$ cat src/sic_pkg.sv
package sic_pkg;

  localparam int MemBytes = 4096;
  localparam int MemAw = $clog2(MemBytes);

  localparam logic [1:0] CMD_WRITE = 2'd0;
  localparam logic [1:0] CMD_START = 2'd1;
  localparam logic [1:0] CMD_STEP  = 2'd2;

  localparam logic [1:0] FAULT_NONE = 2'd0;
  localparam logic [1:0] FAULT_DIV0 = 2'd1;
  localparam logic [1:0] FAULT_ADDR = 2'd2;

  localparam logic [1:0] CC_NONE = 2'd0;
  localparam logic [1:0] CC_EQ   = 2'd1;
  localparam logic [1:0] CC_GT   = 2'd2;
  localparam logic [1:0] CC_LT   = 2'd3;

  localparam logic [7:0] OP_ADD  = 8'h18;
  localparam logic [7:0] OP_AND  = 8'h40;
  localparam logic [7:0] OP_COMP = 8'h28;
  localparam logic [7:0] OP_DIV  = 8'h24;
  localparam logic [7:0] OP_J    = 8'h3C;
  localparam logic [7:0] OP_JEQ  = 8'h30;
  localparam logic [7:0] OP_JGT  = 8'h34;
  localparam logic [7:0] OP_JLT  = 8'h38;
  localparam logic [7:0] OP_JSUB = 8'h48;
  localparam logic [7:0] OP_LDA  = 8'h00;
  localparam logic [7:0] OP_LDCH = 8'h50;
  localparam logic [7:0] OP_LDL  = 8'h08;
  localparam logic [7:0] OP_LDX  = 8'h04;
  localparam logic [7:0] OP_MUL  = 8'h20;
  localparam logic [7:0] OP_OR   = 8'h44;
  localparam logic [7:0] OP_RSUB = 8'h4C;
  localparam logic [7:0] OP_STA  = 8'h0C;
  localparam logic [7:0] OP_STCH = 8'h54;
  localparam logic [7:0] OP_STL  = 8'h14;
  localparam logic [7:0] OP_STSW = 8'hE8;
  localparam logic [7:0] OP_STX  = 8'h10;
  localparam logic [7:0] OP_SUB  = 8'h1C;
  localparam logic [7:0] OP_TD   = 8'hE0;
  localparam logic [7:0] OP_TIX  = 8'h2C;

  typedef struct packed {
    logic [1:0]  cmd;
    logic [14:0] address;
    logic [7:0]  data_byte;
  } in_item_t;

  typedef struct packed {
    logic [23:0] pc;
    logic [23:0] acc;
    logic [23:0] index_reg;
    logic [23:0] link_reg;
    logic [1:0]  cond_code;
    logic        halted;
    logic [1:0]  fault;
  } out_item_t;

  // controller to datapath
  typedef struct packed {
    logic       take_in;     // latch input item
    logic       do_start;    // reset regs, set pc
    logic       mem_rd;      // read byte at address chosen by addr_sel
    logic [1:0] addr_sel;    // 0 input address, 1 pc, 2 operand
    logic [1:0] byte_no;     // byte offset of access
    logic [1:0] rd_dst;      // 0 opcode, 1 operand hi, 2 operand lo, 3 value
    logic       mem_wr;      // store byte byte_no of store word
    logic       wr_in;       // store input data byte
    logic       chk_fetch;   // check pc range
    logic       chk_oper;    // check operand range
    logic       exec;        // commit simple instruction
    logic       mul_start;
    logic       div_start;
    logic       ar_commit;   // commit mul/div result
  } ctl_t;

  // datapath to controller
  typedef struct packed {
    logic       range_ok;
    logic [7:0] opcode;
    logic       running;
    logic       ar_done;
    logic       div_zero;
  } sts_t;

  localparam logic [1:0] SEL_IN   = 2'd0;
  localparam logic [1:0] SEL_PC   = 2'd1;
  localparam logic [1:0] SEL_OPND = 2'd2;

  localparam logic [1:0] DST_OPC = 2'd0;
  localparam logic [1:0] DST_HI  = 2'd1;
  localparam logic [1:0] DST_LO  = 2'd2;
  localparam logic [1:0] DST_VAL = 2'd3;

  function automatic logic reads_word(input logic [7:0] op);
    return op == OP_ADD || op == OP_AND || op == OP_COMP || op == OP_DIV ||
           op == OP_LDA || op == OP_LDL || op == OP_LDX || op == OP_MUL ||
           op == OP_OR || op == OP_SUB || op == OP_TIX;
  endfunction

  function automatic logic stores_word(input logic [7:0] op);
    return op == OP_STA || op == OP_STL || op == OP_STSW || op == OP_STX;
  endfunction

endpackage

$ cat src/sic_ctrl.sv
module sic_ctrl import sic_pkg::*; (
  input  logic     clk,
  input  logic     rst,
  input  logic     start,
  input  logic [1:0] cmd,
  input  sts_t     sts,
  output ctl_t     ctl,
  output logic     busy,
  output logic     done,
  output logic [1:0] fault
);
  localparam logic [3:0] S_IDLE  = 4'd0;
  localparam logic [3:0] S_DISP  = 4'd1;
  localparam logic [3:0] S_FETCH = 4'd2;
  localparam logic [3:0] S_FWAIT = 4'd3;
  localparam logic [3:0] S_OPER  = 4'd4;
  localparam logic [3:0] S_OWAIT = 4'd5;
  localparam logic [3:0] S_EXEC  = 4'd6;
  localparam logic [3:0] S_STORE = 4'd7;
  localparam logic [3:0] S_ARITH = 4'd8;
  localparam logic [3:0] S_DONE  = 4'd9;

  logic [3:0] state, state_next;
  logic [1:0] cnt, cnt_next;
  logic [1:0] cmd_q;
  logic [1:0] fault_next;
  logic [7:0] op;

  assign op = sts.opcode;
  assign busy = (state != S_IDLE);

  always_ff @(posedge clk) begin
    if (rst) begin
      state <= S_IDLE;
      cnt   <= '0;
      fault <= FAULT_NONE;
      done  <= 1'b0;
    end else begin
      state <= state_next;
      cnt   <= cnt_next;
      fault <= fault_next;
      done  <= (state_next == S_DONE);
    end
    if (start && !busy) cmd_q <= cmd;
  end

  // sequencer
  always_comb begin
    state_next = state;
    cnt_next   = cnt;
    fault_next = fault;
    ctl        = '0;
    unique case (state)
      S_IDLE: begin
        if (start) begin
          ctl.take_in = 1'b1;
          fault_next  = FAULT_NONE;
          state_next  = S_DISP;
        end
      end
      S_DISP: begin
        ctl.addr_sel = SEL_IN;
        priority if (cmd_q == CMD_WRITE) begin
          if (sts.range_ok) ctl.wr_in = 1'b1;
          else fault_next = FAULT_ADDR;
          state_next = S_DONE;
        end else if (cmd_q == CMD_START) begin
          ctl.do_start = 1'b1;
          state_next = S_DONE;
        end else if (cmd_q == CMD_STEP && sts.running) begin
          cnt_next = 2'd0;
          state_next = S_FETCH;
        end else begin
          state_next = S_DONE;
        end
      end
      S_FETCH: begin
        ctl.addr_sel = SEL_PC;
        if (!sts.range_ok) begin
          fault_next = FAULT_ADDR;
          state_next = S_DONE;
        end else begin
          ctl.mem_rd  = 1'b1;
          ctl.byte_no = cnt;
          ctl.rd_dst  = (cnt == 2'd0) ? DST_OPC : (cnt == 2'd1) ? DST_HI : DST_LO;
          cnt_next    = 2'(cnt + 2'd1);
          if (cnt == 2'd2) state_next = S_FWAIT;
        end
      end
      S_FWAIT: begin
        cnt_next = 2'd0;
        state_next = S_OPER;
      end
      S_OPER: begin
        ctl.addr_sel = SEL_OPND;
        if (reads_word(op) || op == OP_LDCH || stores_word(op) || op == OP_STCH) begin
          if (!sts.range_ok) begin
            fault_next = FAULT_ADDR;
            state_next = S_DONE;
          end else if (stores_word(op) || op == OP_STCH) begin
            cnt_next = 2'd0;
            state_next = S_STORE;
          end else begin
            ctl.mem_rd  = 1'b1;
            ctl.byte_no = cnt;
            ctl.rd_dst  = DST_VAL;
            cnt_next    = 2'(cnt + 2'd1);
            if (op == OP_LDCH || cnt == 2'd2) state_next = S_OWAIT;
          end
        end else begin
          state_next = S_EXEC;
        end
      end
      S_OWAIT: state_next = S_EXEC;
      S_EXEC: begin
        if (op == OP_DIV && sts.div_zero) begin
          fault_next = FAULT_DIV0;
          state_next = S_DONE;
        end else if (op == OP_DIV) begin
          ctl.div_start = 1'b1;
          state_next = S_ARITH;
        end else if (op == OP_MUL) begin
          ctl.mul_start = 1'b1;
          state_next = S_ARITH;
        end else begin
          ctl.exec = 1'b1;
          state_next = S_DONE;
        end
      end
      S_STORE: begin
        ctl.addr_sel = SEL_OPND;
        ctl.mem_wr   = 1'b1;
        ctl.byte_no  = cnt;
        cnt_next     = 2'(cnt + 2'd1);
        if (op == OP_STCH || cnt == 2'd2) begin
          ctl.exec   = 1'b1;
          state_next = S_DONE;
        end
      end
      S_ARITH: begin
        if (sts.ar_done) begin
          ctl.ar_commit = 1'b1;
          state_next = S_DONE;
        end
      end
      S_DONE: state_next = S_IDLE;
      default: state_next = S_IDLE;
    endcase
  end

  // a fault never comes with a register update
  assert property (@(posedge clk) disable iff (rst)
    (ctl.exec || ctl.ar_commit) |-> fault_next == FAULT_NONE)
    else $error("commit with fault");
  // memory writes only inside a command
  assert property (@(posedge clk) disable iff (rst)
    (ctl.mem_wr || ctl.wr_in) |-> busy)
    else $error("write while idle");
  // done lasts one cycle
  assert property (@(posedge clk) disable iff (rst) done |=> !done)
    else $error("done held");
endmodule

$ cat config.mk
export PLATFORM = sky130hd
export DESIGN_NAME = sic_ctrl
export DESIGN_NICKNAME = d
export VERILOG_FILES = /design/src/sic_pkg.sv /design/src/sic_ctrl.sv
export SDC_FILE = /design/constraint.sdc
export NUM_CORES = 1
export LEC_CHECK = 0
export BUFFER_PORTS_ARGS = -buffer_cell sky130_fd_sc_hd__buf_4
export CORE_MARGIN = 4
export CORE_UTILIZATION = 50
export DETAILED_ROUTE_END_ITERATION = 8
export PLACE_DENSITY = 0.77
export SLEW_MARGIN = 20
export SYNTH_ARGS = -nofsm -noshare
export SYNTH_HDL_FRONTEND = slang
export SYNTH_SLANG_ARGS = --single-unit
$ cat constraint.sdc
create_clock -name clk -period 2.69 [get_ports clk]
set_input_delay 0.538 -clock clk [delete_from_list [all_inputs] [get_ports clk]]
set_output_delay 0.538 -clock clk [all_outputs]
set_load 0.01 [all_outputs]
==> results of run 1 <==
==> path summary, 6_finish.rpt <==
| path | start | endpoint | slack, ns | cells past startpoint |
|---|---|---|---|---|
| setup / recovery | sts[8] | ctl[14] | 0.07 | 8 |
| hold reg to reg | fault[1]$_SDFFE_PP0P_ | fault[1]$_SDFFE_PP0P_ | 0.47 | 2 |
| hold / removal | cmd[1] | cmd_q[1]$_DFFE_PP_ | 0.43 | 1 |
| setup reg to reg | state[0]$_SDFF_PP0_ | fault[0]$_SDFFE_PP0P_ | 0.53 | 6 |
==> where the power goes <==
group	switching, mW	internal [mW]
logic	0.228	0.195
clock network	0.0626	0.0552
registers	0.0612	0.204
==> what timing repair did <==
item,CTS,global route
setup buffers,0,2
endpoints found under the setup margin,0,3
gates resized for setup,0,4
==> critical path, stage by stage <==
cell and delay [ns]:
buf_4 0.14, or4_4 0.56, nor2_2 0.21, nand2_1 0.14, o2111ai_4 0.13, buf_4 0.16
nand2_1 0.05, buf_4 0.14
==> layout by cell type, fill, tap and decap left out, types with 2 or more instances in the layout <==
cell type	Yosys	routed
a21o_1	2	2
nand3_1	6	6
clkbuf_4	0	3
nand3b_1	3	3
o21ai_0	4	4
conb_1	1	2
o21a_2	2	2
buf_6	3	2
and2_1	4	4
inv_1	9	9
nor3_1	4	4
nand2b_1	2	2
nor2_1	17	17
a21oi_1	7	7
a32o_1	2	2
a22o_1	2	2
o31ai_1	3	3
nor2b_1	4	4
nand2_1	16	16
or4_1	2	2
a31oi_1	4	4
buf_4	3	40
nor4_1	3	2
edfxtp_1	2	2
ha_1	4	4
dfxtp_1	9	9
==> per-layer routing <==
layer,vias up,GRT usage (%),share of wire [%]
li1,640,-,-
met1,590,28.3,45
met2,49,36.4,49
met3,3,4.41,6.2
met4,0,4.41,0.47
met5,-,0,0
==> final cells by class <==
cell class	count	area (um2)	share of cell area, %
Multi-Input combinational cell	125	828	55.5
Timing Repair Buffer	42	323	21.6
Sequential cell	11	240	16.1
Inverter	10	37.5	2.52
Tap cell	28	35.0	2.35
Clock buffer	3	22.5	1.51
Clock inverter	1	5.00	0.336
==> per-stage QoR <==
stage	std cells	setup TNS [ns]	setup slack (ns)	power [mW]	utilization, %
final	220	0	0.0656	0.805	67.4
after global routing	220	-0.00712	-0.00471	0.862	67.4
after CTS	218	0	0.00943	0.798	65.6
after detailed placement	214	0	0.0272	0.682	64.4
after global placement	214	0	0.0794	0.675	64.4
after floorplan	153	0	0.263	0.553	-
==> cell families after synthesis <==
kind of cell             Yosys count  synth area share (%)
AND/OR/NAND/NOR                   76                  36.1
flip-flops                        11                  20.8
adder cells (fa/ha/maj)            4                  4.33
AO/OA/AOI/OAI                     42                  28.3
buffers and inverters             17                  9.32
other                              1                 0.325
multiplexers                       1                 0.867
==> registers in the layout, indices dropped and copies added (netlist names) <==
register  cells
done          1
state         4
cnt           2
cmd_q         2
fault         2
==> metrics.log, run 1 <==
INFO  metric 1st_pass_router_iterations = 4
INFO  metric post-route-min-period = 2.62 ns
INFO  metric nets = 214
INFO  metric post_cts_hold_buffer_count = 0
INFO  metric routedWlPerCell = 15.6 um
INFO  metric grt_pass1_vias = 1228
INFO  metric cts_num_sinks = 11
INFO  metric ctsLongestPathBuffers = 2
INFO  metric final-setup-viol-count = 0
INFO  metric number_of_placed_i_o_pins = 38
INFO  metric status = finished, final reports clean
INFO  metric synth-edff-count = 2
INFO  metric vdd.ir_drop.worst = 510 uV
INFO  metric finalMaxSlewViolations = 0
INFO  metric yosysTopAreaCell = dfxtp_1
INFO  metric viasPerCell = 5.83
INFO  metric ctsHtreeMaxLevel = 1
INFO  metric fp.dieArea = 3140 um2
INFO  metric layout-drive-gt1-share = 32.3%
INFO  metric worstMarginPinSlew = 0.528 ns
INFO  metric synth.most_common_cell = nor2_1
INFO  metric synth_sequential_area_ratio = 20.8%
INFO  metric post_syn_area_per_cell = 7.60 um2
INFO  metric finalClockSkew = 0.00226 ns
INFO  metric placementRows = 17
INFO  metric async_flop_share = 0%
INFO  metric crit_required = 2.15 ns
INFO  metric port_buffers = 35
INFO  metric number_of_diodes = 0
INFO  metric die_height = 56.1 um
INFO  metric timing.slew.headroom = 64.7%
INFO  metric gp_routability_congestion = 0.880
INFO  metric synth-main-ff-cell = dfxtp_1
INFO  metric grt_first_pass_wirelength = 5620 um
INFO  metric worstSetupStartpointType = input port
INFO  metric synth-seq-cells = 11
INFO  metric fp.coreArea = 2210 um2
INFO  metric power.static_leakage = 0.641 nW
INFO  metric detail_route.iter0.violations = 28
INFO  metric die_width = 56.1 um
INFO  metric power.density_cell_area = 540 nW/um2
INFO  metric antenna_left = 0
INFO  metric postSynthCellCount = 152
INFO  metric crit_path_max_fanout = 8
INFO  metric final_area = 1490 um2
INFO  metric finalHoldWorstSlack = 0.434 ns
INFO  metric worstHoldPathType = in2reg
INFO  metric cts_tree = yes
INFO  metric final_critical_path_share_of_the_clock_period = 97.6%
INFO  metric place_hpwl = 2670 um
INFO  metric tritoncts.num_buffers = 3
INFO  metric ys_types = 59
INFO  metric worstSetupEndpointType = primary output
INFO  metric netlist_top_cells_area = dfxtp_1 (16%), nor2_1 (5.5%), edfxtp_1 (5.2%)
INFO  metric vias_after_detailed_routing = 1282
INFO  metric ys.warnings.count = 0
INFO  metric placedInstanceArea = 1420 um2
INFO  metric post-route-drc-count = 0
INFO  metric most_frequent_cells_after_synthesis = nor2_1 (17), nand2_1 (16), dfxtp_1 (9), inv_1 (9), a21oi_1 (7)
INFO  metric worst_setup_path_category = in2out
INFO  metric grt-ovfl-total = 0
INFO  metric pin_count_of_the_biggest_net_entering_global_routing = 18
INFO  metric grt.total_usage = 21.6%
INFO  metric maxClockFrequency = 381 MHz
INFO  metric synth.cell_area = 1150 um2
INFO  metric synth_largest_type_area_fraction = 15.6%
INFO  metric antenna_found_initial = 0
INFO  metric critPathArrivalTime = 2.09 ns
INFO  metric clock-root-buffer = clkbuf_4
INFO  metric path_clk_slew = 0.07 ns
INFO  metric finalWirelength = 3420 um
INFO  metric finalHoldViolCount = 0
INFO  metric area_growth = 29.1%
INFO  metric starting_density_of_the_core = 52.2%
INFO  metric clk_latency = 0.28 ns
INFO  metric filler_cell_count = 193
INFO  metric cap_violations = 0
Power figures use the tool's default switching activity.
==> run 2: changes to the inputs <==
--- a/config.mk
+++ b/config.mk
@@ -5,6 +5,7 @@
 export SDC_FILE = /design/constraint.sdc
 export NUM_CORES = 1
 export LEC_CHECK = 0
+export ABC_AREA = 1
 export BUFFER_PORTS_ARGS = -buffer_cell sky130_fd_sc_hd__buf_4
 export CORE_MARGIN = 4
 export CORE_UTILIZATION = 50
==> metrics.log, run 2 <==
INFO  metric status = finished, final reports clean
INFO  metric worstRegToRegCells = 10
INFO  metric async_flop_share = 0%
INFO  metric finalWirelength = 2860 um
INFO  metric largest-register = state
INFO  metric ctsLongestPathBuffers = 2
INFO  metric grt_setup_unrepaired = false
INFO  metric filler_cell_count = 237
INFO  metric place_hpwl = 2480 um
INFO  metric post-route-min-period = 2.42 ns
INFO  metric port_buffers = 35
INFO  metric gp_routability_congestion = 0.850
INFO  metric clock_power_share = 16.5%
INFO  metric synth-seq-cells = 11
INFO  metric clock-root-buffer = clkbuf_4
INFO  metric starting_density_of_the_core = 52.1%
INFO  metric vias_after_detailed_routing = 1358
INFO  metric fp.coreArea = 2210 um2
INFO  metric netlist_top_cells_area = nand2_1 (24%), dfxtp_1 (16%), nor2_1 (12%)
INFO  metric yosysTopAreaCell = nand2_1
INFO  metric maxClockFrequency = 413 MHz
INFO  metric p_switching = 0.260 mW
INFO  metric tritoncts.num_buffers = 3
INFO  metric 1st_pass_router_iterations = 4
INFO  metric layout-drive-gt1-share = 18.5%
INFO  metric postSynthCellCount = 216
INFO  metric multiInputGateArea = 767 um2
INFO  metric p_int = 0.380 mW
INFO  metric finalHoldWorstSlack = 0.451 ns
INFO  metric layout.cells.most_common_list = nand2_1 (73), nor2_1 (38), inv_1 (35), buf_4 (35), nand3_1 (14)
INFO  metric number_of_diodes = 0
INFO  metric power = 0.640 mW
INFO  metric hold-path-cell-count = 1
INFO  metric largest_register_ff_count = 4
INFO  metric routedWlPerCell = 10.2 um
INFO  metric synth_sequential_area_ratio = 20.8%
INFO  metric viasPerCell = 4.82
INFO  metric synth_largest_type_area_fraction = 23.8%
INFO  metric clk_latency = 0.26 ns
INFO  metric power.static_leakage = 0.853 nW
INFO  metric post_cts_hold_buffer_count = 0
INFO  metric path_common_cell = nand2_1
INFO  metric cap_violations = 0
INFO  metric mostFrequentLayoutCell = nand2_1
INFO  metric worstSetupStartpointType = input port
INFO  metric setup_bufs_post_cts = 0
INFO  metric crit_path_max_incr_delay = 0.26 ns
INFO  metric final-seq-area = 240 um2
INFO  metric combinationalPowerShare = 48.4%
INFO  metric ctsHtreeMaxLevel = 1
INFO  metric fp.dieArea = 3140 um2
INFO  metric pin_count_of_the_biggest_net_entering_global_routing = 8
INFO  metric fin_cells = 282
INFO  metric path_clk_slew = 0.07 ns
INFO  metric antenna_found_initial = 0
INFO  metric post_syn_area_per_cell = 5.34 um2
INFO  metric antenna_left = 0
INFO  metric ys.warnings.count = 0
INFO  metric share_seq_of_total_power = 35.2%
INFO  metric most_frequent_cells_after_synthesis = nand2_1 (73), nor2_1 (38), inv_1 (35)
INFO  metric cts_tree = yes
INFO  metric cts_num_sinks = 11
INFO  metric placementRows = 17
INFO  metric final-setup-viol-count = 0
INFO  metric final_area = 1470 um2
INFO  metric vdd.ir_drop.worst = 384 uV
INFO  metric rrSetupSlack = 0.93 ns
INFO  metric critical-path-slowest-cell = nor2_1
INFO  metric grt-ovfl-total = 0
INFO  metric cts_repair_resize_count = 0
INFO  metric worstSetupEndpointType = primary output
INFO  metric crit_path_max_fanout = 7
INFO  metric sw_frac_of_total = 40.6%
INFO  metric placedCellCount = 278
INFO  metric hold_path_startpoint = cmd[1]
INFO  metric grt_first_pass_wirelength = 5110 um
INFO  metric synth.most_common_cell = nand2_1
INFO  metric grt_pass1_vias = 1312
INFO  metric ys_types = 23
INFO  metric setup_total_negative_slack = 0 ns
INFO  metric power.density_cell_area = 437 nW/um2
INFO  metric die_width = 56.0 um
INFO  metric critPathArrivalTime = 1.88 ns
INFO  metric path_cells = buf_4 > nor2_1 > nand2_1 > inv_1 > nand2_1 > nand3_1 > nor2_1 > nand3_2 > nand2_1 > nor3_1 > buf_4
INFO  metric synth.cell_area = 1150 um2
INFO  metric grt.total_usage = 19.2%
INFO  metric finalHoldViolCount = 0
INFO  metric placedInstanceArea = 1440 um2
INFO  metric final_critical_path_share_of_the_clock_period = 89.9%
INFO  metric die_height = 56.0 um
INFO  metric synth-main-ff-cell = dfxtp_1
INFO  metric nets = 276
INFO  metric number_of_placed_i_o_pins = 38
INFO  metric r2r_end = done$_SDFF_PP0_
INFO  metric post-route-drc-count = 0
INFO  metric synth-edff-count = 2
INFO  metric holdPathEnd = cmd_q[1]$_DFFE_PP_
INFO  metric crit_required = 2.15 ns
INFO  metric worst_setup_path_category = in2out
INFO  metric area_growth = 27.1%
INFO  metric r2r-start = cnt[0]$_SDFFE_PP0P_
INFO  metric finalMaxSlewViolations = 0
INFO  metric worstHoldPathType = in2reg
INFO  metric detail_route.iter0.violations = 66
INFO  metric finalClockSkew = 0.00822 ns
==> run 2: cell types whose count changed after synthesis, moves of 3 or more <==
cell      previous run  this run
nor2_2               1         4
nor2_1              17        38
inv_1                9        35
a31oi_1              4         1
and2_1               4         0
nor2b_1              4         0
nand3b_1             3         0
nand2_1             16        73
nand3_1              6        14
buf_6                3         0
nor3_1               4         7
==> run 2: how the worst max path moves through the flow <==
stage                       from  endpoint  slack (ns)
after floorplan           sts[4]   ctl[10]        0.55
after global placement    sts[9]   ctl[11]        0.28
after detailed placement  sts[4]   ctl[11]        0.27
after CTS                 sts[4]   ctl[11]        0.27
after global routing      sts[4]   ctl[11]        0.06
final                     sts[4]   ctl[11]        0.27
==> run 2: cell families after synthesis <==
group	after synthesis	synth area share [%]
adders and majority gates	4	4.34
AOI/OAI and AO/OA	16	7.38
DFF	11	20.8
buffers and inverters	38	13.0
and+or+nand+nor	146	54.1
other	1	0.325
==> run 2: cell type report <==
type / count / share of cell area (%)
timing repair buffer: 35 / 17.9
clock buffer: 4 / 1.79
inverter: 36 / 9.22
sequential: 11 / 16.4
multi-input combinational: 168 / 52.3
tap: 28 / 2.39
==> run 2: power groups by stage <==
stage / Combinational [mW] / Sequential [mW] / Clock, mW
after floorplan: 0.202 / 0.229 / 0
after global placement: 0.308 / 0.229 / 0
after detailed placement: 0.309 / 0.228 / 0
after CTS: 0.311 / 0.225 / 0.111
after global routing: 0.358 / 0.229 / 0.118
final: 0.310 / 0.225 / 0.105
==> run 2: routing by layer <==
metal	wire [um]	vias up	share of wire, %	GRT usage (%)
met5	0	-	0	0
li1	-	747	-	-
met4	37	0	1.3	7.12
met1	1350	573	47	24.7
met2	1340	32	47	33.1
met3	134	6	4.7	1.39
==> run 2: worst max-delay path: cells and delay by family <==
| family | cells | cell delay (ns) |
|---|---|---|
| buffers and inverters | 3 | 0.34 |
| AND/OR/NAND/NOR | 8 | 1.02 |
==> run 2: per-stage QoR <==
step,worst slack [ns],util (%)
floorplan,0.555,-
global placement,0.285,65.1
detailed placement,0.270,65.1
CTS,0.272,66.3
global route,0.0611,66.3
finish,0.271,66.3
==> run 3: changes to the inputs <==
--- a/config.mk
+++ b/config.mk
@@ -6,11 +6,14 @@
 export NUM_CORES = 1
 export LEC_CHECK = 0
 export ABC_AREA = 1
-export BUFFER_PORTS_ARGS = -buffer_cell sky130_fd_sc_hd__buf_4
+export CELL_PAD_IN_SITES_DETAIL_PLACEMENT = 1
+export CELL_PAD_IN_SITES_GLOBAL_PLACEMENT = 1
 export CORE_MARGIN = 4
-export CORE_UTILIZATION = 50
+export CORE_UTILIZATION = 40
 export DETAILED_ROUTE_END_ITERATION = 8
-export PLACE_DENSITY = 0.77
+export DONT_BUFFER_PORTS = 1
+export PLACE_DENSITY = 0.76
+export RECOVER_POWER = 25
 export SLEW_MARGIN = 20
 export SYNTH_ARGS = -nofsm -noshare
 export SYNTH_HDL_FRONTEND = slang
==> metrics.log, run 3 (synthesized netlist as in run 2, its figures left out) <==
INFO  metric worstRegToRegCells = 10
INFO  metric cts_repair_resize_count = 0
INFO  metric grt.total_usage = 21.5%
INFO  metric finalClockSkew = 0.00580 ns
INFO  metric die_width = 61.7 um
INFO  metric crit_required = 2.15 ns
INFO  metric port_buffers = 0
INFO  metric cts_tree = yes
INFO  metric hold_path_startpoint = rst
INFO  metric placementRows = 19
INFO  metric ctsLongestPathBuffers = 2
INFO  metric layout.cells.most_common_list = nand2_1 (73), nor2_1 (38), inv_1 (35), nand3_1 (14), dfxtp_1 (9)
INFO  metric die_height = 61.7 um
INFO  metric ctsHtreeMaxLevel = 1
INFO  metric worstHoldPathType = in2reg
INFO  metric multiInputGateArea = 767 um2
INFO  metric path_clk_slew = 0.08 ns
INFO  metric largest-register = state
INFO  metric antenna_left = 0
INFO  metric worstSetupEndpointType = primary output
INFO  metric worstSetupStartpoint = state[3]$_SDFF_PP0_
INFO  metric final-setup-viol-count = 0
INFO  metric area_growth = 5.31%
INFO  metric filler_cell_count = 410
INFO  metric gp_routability_congestion = 0.893
INFO  metric routedWlPerCell = 14.6 um
INFO  metric setup_bufs_post_cts = 0
INFO  metric crit_path_max_fanout = 6
INFO  metric vdd.ir_drop.worst = 295 uV
INFO  metric timing.slew.headroom = 63.0%
INFO  metric setup_total_negative_slack = 0 ns
INFO  metric power.density_cell_area = 501 nW/um2
INFO  metric tritoncts.num_buffers = 3
INFO  metric fp.coreArea = 2760 um2
INFO  metric mostFrequentLayoutCell = nand2_1
INFO  metric finalWirelength = 3670 um
INFO  metric grt_pass1_vias = 1351
INFO  metric number_of_diodes = 0
INFO  metric detail_route.iter0.violations = 57
INFO  metric vias_after_detailed_routing = 1351
INFO  metric 1st_pass_router_iterations = 4
INFO  metric layout-drive-gt1-share = 5.91%
INFO  metric worstSetupStartpointType = register
INFO  metric finalHoldViolCount = 0
INFO  metric starting_density_of_the_core = 41.8%
INFO  metric post_cts_hold_buffer_count = 0
INFO  metric dp_worst_setup_slack = 0.313 ns
INFO  metric final-seq-area = 240 um2
INFO  metric cap_violations = 0
INFO  metric nets = 242
INFO  metric maxClockFrequency = 389 MHz
INFO  metric post-route-min-period = 2.57 ns
INFO  metric clock-root-buffer = clkbuf_4
INFO  metric post-route-drc-count = 0
INFO  metric power.static_leakage = 0.678 nW
INFO  metric grt-ovfl-total = 0
INFO  metric cts_num_sinks = 11
INFO  metric cp-endpoint = ctl[10]
INFO  metric number_of_placed_i_o_pins = 38
INFO  metric final_critical_path_share_of_the_clock_period = 95.5%
INFO  metric antenna_found_initial = 0
INFO  metric pin_count_of_the_biggest_net_entering_global_routing = 8
INFO  metric grt_first_pass_wirelength = 6040 um
INFO  metric r2r_end = fault[0]$_SDFFE_PP0P_
INFO  metric status = finished, final reports clean
INFO  metric rrSetupSlack = 0.94 ns
INFO  metric clk_latency = 0.28 ns
INFO  metric final_critical_path_setup_slack = 0.120 ns
INFO  metric largest_register_ff_count = 4
INFO  metric fp.dieArea = 3810 um2
INFO  metric worst_setup_path_category = reg2out
INFO  metric r2r-start = state[1]$_SDFF_PP0_
INFO  metric grt_setup_unrepaired = true
INFO  metric worstMarginPinSlew = 0.550 ns
INFO  metric critPathArrivalTime = 2.03 ns
INFO  metric viasPerCell = 5.38
INFO  metric place_hpwl = 3150 um
INFO  metric finalMaxSlewViolations = 0
-- run 3: power breakdown --
group | internal [mW] | switching [mW] | total (mW)
combinational | 0.0799 | 0.175 | 0.255
sequential | 0.199 | 0.0354 | 0.234
clock | 0.0577 | 0.0619 | 0.120
total | 0.336 | 0.273 | 0.609
-- run 3: metrics by stage --
step	instances	utilization (%)	hold WS [ns]	cell area, um2	power (mW)
5_1_grt	251	44.1	0.309	1210	0.665
2_1_floorplan	217	-	0.451	1160	0.431
3_3_place_gp	247	43.1	0.478	1190	0.478
4_1_cts	251	44.1	0.318	1210	0.610
6_report	251	44.1	0.311	1210	0.609
3_5_place_dp	247	43.1	0.493	1190	0.492
-- run 3: area by class of cell --
| class | instances | share of cell area [%] |
|---|---|---|
| Inverter | 36 | 11.1 |
| Timing Repair Buffer | 1 | 0.618 |
| Sequential cell | 11 | 19.8 |
| Clock buffer | 4 | 2.16 |
| Tap cell | 31 | 3.19 |
| Multi-Input combinational cell | 168 | 63.1 |
-- run 3: worst min-delay path by stage --
stage,slack (ns),depth (start not counted),to
6_report,0.31,1,state[1]$_SDFF_PP0_
5_1_grt,0.31,1,state[2]$_SDFF_PP0_
4_1_cts,0.32,1,state[1]$_SDFF_PP0_
3_5_place_dp,0.49,2,cnt[1]$_SDFFE_PP0P_
3_3_place_gp,0.48,2,cnt[1]$_SDFFE_PP0P_
2_1_floorplan,0.45,2,cnt[1]$_SDFFE_PP0P_
-- run 3: metal layers --
| layer | up-vias | track usage (%) | wire length [um] |
|---|---|---|---|
| met5 | - | 0 | 0 |
| met3 | 5 | 4.13 | 184 |
| li1 | 675 | - | - |
| met1 | 643 | 25.4 | 1580 |
| met2 | 28 | 38.6 | 1860 |
| met4 | 0 | 7.58 | 47 |
-- run 3: critical path: stages (launching register included) --
cell	delay, ns
dfxtp_1	0.37
inv_1	0.17
nand2_1	0.10
nor2_2	0.14
nand2_1	0.11
nand2_1	0.15
nor2_1	0.09
nor3_4	0.17
nand2_1	0.14
nor3_1	0.31
